File: src/rtl/ffd_pkg.sv
`timescale 1ns / 1ps
// ----------------------------------------------------------------------------
// Fractional feedback delay package
// Sizes, register codes, the multiply-accumulate control word and the
// saturation helper shared by the delay line modules.
// ----------------------------------------------------------------------------
package ffd_pkg;

	localparam int RING_DEPTH  = 32768;
	localparam int SAMPLE_BITS = 16;

	localparam int ADDR_W    = $clog2(RING_DEPTH);
	localparam int FILL_W    = ADDR_W + 1;
	localparam int DW_W      = 15;
	localparam int FRAC_W    = 16;
	localparam int GAIN_W    = 16;
	localparam int CFG_W     = 16;
	localparam int CFG_IDX_W = 3;

	localparam int OPA_W = SAMPLE_BITS + 1;
	localparam int OPB_W = FRAC_W + 1;
	localparam int ACC_W = OPA_W + OPB_W;

	localparam int RED_W   = ((DW_W > ADDR_W) ? DW_W : ADDR_W) + 1;
	localparam int RED_K   = (DW_W > ADDR_W) ? (DW_W - ADDR_W) : 0;
	localparam int RED_K_W = (RED_K > 0) ? $clog2(RED_K + 1) : 1;

	typedef enum logic [CFG_IDX_W-1:0] {
		REG_DELAY_WHOLE,
		REG_DELAY_FRACTION,
		REG_FEEDBACK_GAIN,
		REG_TAP_GAIN,
		REG_MIX_GAIN
	} cfg_reg_t;

	typedef struct packed {
		logic en;
		logic clr;
	} mac_ctl_t;

	function automatic logic signed [SAMPLE_BITS-1:0] sat_sample(
		input logic signed [ACC_W-1:0] v
	);
		logic signed [ACC_W-1:0] hi;
		logic signed [ACC_W-1:0] lo;
		hi = ACC_W'((64'sd1 <<< (SAMPLE_BITS - 1)) - 64'sd1);
		lo = -hi - ACC_W'(1);
		if (v > hi) begin
			return SAMPLE_BITS'(hi);
		end else if (v < lo) begin
			return SAMPLE_BITS'(lo);
		end
		return SAMPLE_BITS'(v);
	endfunction

endpackage

File: src/rtl/ffd_mac.sv
`timescale 1ns / 1ps
// ----------------------------------------------------------------------------
// Fractional feedback delay multiply-accumulate unit
// Shared signed multiplier feeding a clearable accumulator register.
// ----------------------------------------------------------------------------
module ffd_mac import ffd_pkg::*; (
	input  logic                    clk,
	input  logic                    arst_n,
	input  mac_ctl_t                ctl,
	input  logic signed [OPA_W-1:0] a,
	input  logic signed [OPB_W-1:0] b,
	output logic signed [ACC_W-1:0] acc
);

	logic signed [ACC_W-1:0] acc_q;
	logic signed [ACC_W-1:0] prod;

	assign prod = a * b;

	always_ff @(posedge clk or negedge arst_n) begin
		if (!arst_n) begin
			acc_q <= '0;
		end else if (ctl.en) begin
			acc_q <= (ctl.clr ? ACC_W'(0) : acc_q) + prod;
		end
	end

	assign acc = acc_q;

endmodule

File: config.mk
export PLATFORM = sky130hd
export DESIGN_NAME = ffd_mac
export DESIGN_NICKNAME = d
export VERILOG_FILES = /design/src/rtl/ffd_pkg.sv /design/src/rtl/ffd_mac.sv
export SDC_FILE = /design/constraint.sdc
export NUM_CORES = 1
export LEC_CHECK = 0
export BUFFER_PORTS_ARGS = -buffer_cell sky130_fd_sc_hd__buf_4
export CAP_MARGIN = 10
export CELL_PAD_IN_SITES_DETAIL_PLACEMENT = 0
export CELL_PAD_IN_SITES_GLOBAL_PLACEMENT = 1
export CORE_ASPECT_RATIO = 1.5
export CORE_MARGIN = 4
export CORE_UTILIZATION = 46
export CTS_CLUSTER_SIZE = 14
export DETAILED_ROUTE_END_ITERATION = 7
export HOLD_SLACK_MARGIN = 0.08
export MAX_ROUTING_LAYER = met4
export PLACE_DENSITY_LB_ADDON = 0.1
export RECOVER_POWER = 50
export REMOVE_ABC_BUFFERS = 1
export SYNTH_ARGS = -nofsm -noshare
export SYNTH_HDL_FRONTEND = slang
export SYNTH_SLANG_ARGS = --single-unit
File: constraint.sdc
create_clock -name clk -period 5.9 [get_ports clk]
set_clock_uncertainty 0.15 [all_clocks]
set_input_delay 0.885 -clock clk [delete_from_list [all_inputs] [get_ports clk]]
set_output_delay 0.885 -clock clk [all_outputs]
set_load 0.01 [all_outputs]
Yosys cells after proc, flatten, opt, wreduce, memory -nomap -nowiden --
Index checks and enable logic that the tools add are counted.
Cells by class: $add $sub $neg 1, multiply operators 1, multiplexer cells 1
Operator list (count):
- $add 34x34->34 | 1
- $mul 17x17->34 | 1
- $mux 34 | 1
Storage, ports and cells: input port bits 38, flip-flop bits (word level) 34

Depth between registers and ports, before layout --
depth in word-level cells 2, mapped depth 26

Worst setup path after synthesis --
OpenSTA, ideal clock, no wires.
kind input -> register, from in a[16], to reg acc_q[33], in the netlist acc[33], path buffers 0, path slack -1.455 ns, library setup time 0.125 ns, required time 5.625 ns, arrival 7.080 ns, stages on the path 24, path through and2_1 inv_1 fa_1 inv_1 fa_1 inv_1 fa_1 fa_1 inv_1 fa_1 inv_1 fa_1 inv_1 ha_1 and4_1 nand3_1 nand2b_1 o211a_2 a31oi_4 o22a_4 a211o_1 a21oi_2 xnor2_1 mux2_4
Between the ends: longest elaborated chain between the ends 2
RTL lines:
- start: declaration | line ffd_mac.sv:10 | input logic signed [OPA_W-1:0] a,
- $mul 17x17->34 | line ffd_mac.sv:18 | assign prod = a * b;
- $add 34x34->34 | line ffd_mac.sv:24 | acc_q <= (ctl.clr ? ACC_W'(0) : acc_q) + prod;
- end signal: assignment | line ffd_mac.sv:24
- end: declaration | line ffd_mac.sv:15 | logic signed [ACC_W-1:0] acc_q;
No other way between the ends. A chain may end at the register's enable or synchronous reset.

Worst setup path after layout --
from in a[6], to reg acc_q[33], in the netlist acc[33]
Same word-level chain as after synthesis.

==> flow_summary.ini <==
[grt]
grt_first_pass_wirelength_um = 61300
grt_start_max_net_pins = 38
initial_antenna_violation_count = 0
gr-usage-all-layers = 0.251
overflow = 0
grt_pass1_vias = 11700

[cts]
cts-root-buf = sky130_fd_sc_hd__clkbuf_16
cts_sinks = 34
clock_insertion_delay_worst_skew_ns = 0.28
cts_tree = yes
clock_transition_at_the_registers_of_the_reported_paths_ns = 0.06
cts-htree-levels = 2
cts_max_path_buffers = 2
cts.hold.buffers_added = 0
numCtsBuffers = 5

[sta]
maxSlewViolCount = 35
final_min_period_over_clock_period = 1.09
post-route-worst-setup-slack_ns = -0.548
tightestPinTransition_ns = 2.25
slew_headroom = -0.502
clock.fmax_ghz = 0.155
report.final.setup_viol = 16
rsz0062_at_grt = true
post-route-min-period_ns = 6.45
final-hold-violation-count = 0
setup-tns-final_ns = -5.51

[final_layout]
multi_input_comb_area_um2 = 11800
antenna_cells = 0
area.sequential_um2 = 851
largest_reg_flops = 34
top_library_cells_by_usage_in_the_layout_fill_and_taps_aside = 388 x sky130_fd_sc_hd__inv_1, 323 x sky130_fd_sc_hd__fa_1, 219 x sky130_fd_sc_hd__buf_4, 147 x sky130_fd_sc_hd__nand2_1, 119 x sky130_fd_sc_hd__and2_1
syn2layout_area_growth_pct = 25.8
final_common_cell = sky130_fd_sc_hd__inv_1
layout-drive-gt1-share = 0.253
final_net_count = 2187
n_fill_cell = 2728

[status]
failed_checks = max-capacitance violations, max-slew violations, negative setup slack
outcome = finished with violations

[die]
rows = 77
floorplan.die_area_um2 = 32900
die_height_um = 220
io_pins = 72
die_extent_in_x_um = 149
core_area_um2 = 29600
floorplan.initialDensity = 0.466

[synth]
synth_enable_flop_cells = 0
ys.warnings.count = 0
synth_top_flop_cell = sky130_fd_sc_hd__dfrtp_1
syn_inst = 1462
main_combinational_cell_family_by_area_after_synthesis = adder cells
mappedNetlistArea_um2 = 13800
post_synth.cell_area_avg_um2 = 9.44
synthSimpleGateAreaFrac = 0.140
synth_compound_gate_area_share = 0.0439
yosys.area_share.xor_xnor = 0.0248
muxShareOfSynthArea = 0.0190
asyncSetResetFlopFracSynth = 1.00
synth_sequential_area_ratio = 0.0617
synthDistinctLibCells = 46
ys_seq_elements = 34
synth_fa_ha_area_frac = 0.584

[setup_path]
worst_path_largest_cell_delay_ns = 0.63
crit_arrival_ns = 6.46
cp_cell_sequence = buf_6 -> buf_6 -> and2_1 -> fa_1 -> fa_1 -> fa_2 -> fa_1 -> fa_1 -> inv_1 -> fa_1 -> inv_1 -> ha_4 -> and3_4 -> nand3_4 -> nand2b_4 -> o211a_4 -> a31oi_4 -> o22a_4 -> a211o_1 -> a21oi_2 -> xnor2_1 -> mux2_4
worstSetupPathType = in2reg
data_required_time_of_the_critical_path_ns = 5.91
timing.critical_path.mode_cell = sky130_fd_sc_hd__fa_1
crit_path_start_kind = primary input
crit_path_max_fanout = 9
slowest_stage = sky130_fd_sc_hd__fa_2
end_kind = register

[drt]
drt-wirelength-per-cell_um = 18.0
drt-pass1-iter-count = 4
num_vias = 10300
remaining_drc_errors = 0
drtIter0Drc = 359
vias_per_cell = 4.90
route.antenna.remaining_nets = 0
detailed_route_wire_length_um = 37800

[placement]
gp_congestion = 0.875
place.detailed.hpwl_um = 32400
io_buffers = 71

[job]
timing.max_cap.violations = 1

[worst_hold_path]
min-delay-path-class = reg2reg
-- per-stage QoR --
| stage | utilization | hold WS, ns | instance area (um2) | std cells | setup slack [ns] |
|---|---|---|---|---|---|
| detailed placement | 0.545 | 0.367 | 16100 | 2070 | -1.07 |
| global placement | 0.545 | 0.361 | 16100 | 2070 | -0.997 |
| finish | 0.587 | 0.386 | 17400 | 2104 | -0.548 |
| CTS | 0.574 | 0.388 | 17000 | 2092 | -0.531 |
| floorplan | - | 0.378 | 13600 | 1417 | -1.45 |
| global route | 0.587 | 0.413 | 17400 | 2104 | -0.689 |
-- Yosys cell counts (2+ instances only) --
cell type	n	area share
sky130_fd_sc_hd__inv_1	418	0.11
sky130_fd_sc_hd__fa_1	339	0.49
sky130_fd_sc_hd__nand2_1	149	0.041
sky130_fd_sc_hd__and2_1	139	0.063
sky130_fd_sc_hd__ha_1	102	0.093
sky130_fd_sc_hd__clkbuf_1	44	0.012
sky130_fd_sc_hd__dfrtp_1	34	0.062
sky130_fd_sc_hd__xnor2_1	33	0.021
sky130_fd_sc_hd__nor2b_1	29	0.013
sky130_fd_sc_hd__a21oi_1	22	0.0080
sky130_fd_sc_hd__mux2_2	22	0.018
sky130_fd_sc_hd__nor2_1	20	0.0054
sky130_fd_sc_hd__nand2b_1	18	0.0082
sky130_fd_sc_hd__a21o_1	12	0.0065
sky130_fd_sc_hd__o21ai_0	12	0.0044
sky130_fd_sc_hd__or3_1	6	0.0027
sky130_fd_sc_hd__xor2_1	6	0.0038
sky130_fd_sc_hd__a31oi_1	5	0.0023
sky130_fd_sc_hd__o21bai_1	5	0.0027
sky130_fd_sc_hd__a211oi_1	4	0.0022
sky130_fd_sc_hd__and3_1	4	0.0018
sky130_fd_sc_hd__nand3_1	4	0.0015
sky130_fd_sc_hd__nor4_1	4	0.0018
sky130_fd_sc_hd__o21a_1	4	0.0022
sky130_fd_sc_hd__a211o_1	3	0.0019
sky130_fd_sc_hd__a21oi_2	2	0.0013
sky130_fd_sc_hd__nand4_1	2	0.00091
sky130_fd_sc_hd__o31ai_1	2	0.0011
-- kinds of logic (layout without fill, tap and decap cells) --
kind of cell | Yosys count | after routing
buffers and inverters | 463 | 710
muxes | 23 | 23
and+or+nand+nor | 377 | 377
adders and majority gates | 441 | 441
xor gates and xnor gates | 39 | 39
AOI/OAI and AO/OA | 85 | 85
DFF | 34 | 34
-- cell type report --
class	count	share of cell area
flip-flops and latches	34	0.0490
inverters	418	0.0905
multi-input cells	965	0.678
clock buffers	7	0.00822
clock inverters	1	0.000288
well taps	395	0.0285
repair buffers	284	0.145
-- worst paths after layout --
check                                    start             endpoint  slack, ns  cells after the start
setup / recovery                          a[6]  acc[33]$_DFFE_PN0P_      -0.55                     22
hold / removal              acc[0]$_DFFE_PN0P_   acc[0]$_DFFE_PN0P_       0.39                      1
min in group asynchronous               arst_n  acc[33]$_DFFE_PN0P_       1.13                      1
max in group asynchronous               arst_n  acc[11]$_DFFE_PN0P_       3.19                      1
setup reg to reg           acc[15]$_DFFE_PN0P_  acc[28]$_DFFE_PN0P_      -0.03                     22
hold reg to reg             acc[0]$_DFFE_PN0P_   acc[0]$_DFFE_PN0P_       0.39                      1
-- metal layers --
layer  wire (um)  track usage  up-vias
met5           0            -        -
met4        1240       0.0681        0
met3        1040       0.0177       49
met2       22100        0.484      169
met1       13400        0.277     5381
li1            -            -     4711
-- critical path, delay by kind of cell --
| family | cells | cell delay (ns) |
|---|---|---|
| buffers and inverters | 4 | 0.40 |
| multiplexers | 1 | 0.25 |
| AND/OR/NAND/NOR | 4 | 0.55 |
| adder cells (fa/ha/maj) | 7 | 3.32 |
| AO/OA/AOI/OAI | 5 | 0.96 |
| XOR/XNOR | 1 | 0.08 |
-- timing repair --
item | in CTS | in global routing
pin swaps | 42 | 73
gates cloned | 1 | 2
buffers inserted | 14 | 13
gates resized for setup | 137 | 83
setup endpoints to repair | 19 | 21
Power is not shown: default switching activity piles up to over one toggle a cycle in this logic, so the estimate is an artifact.
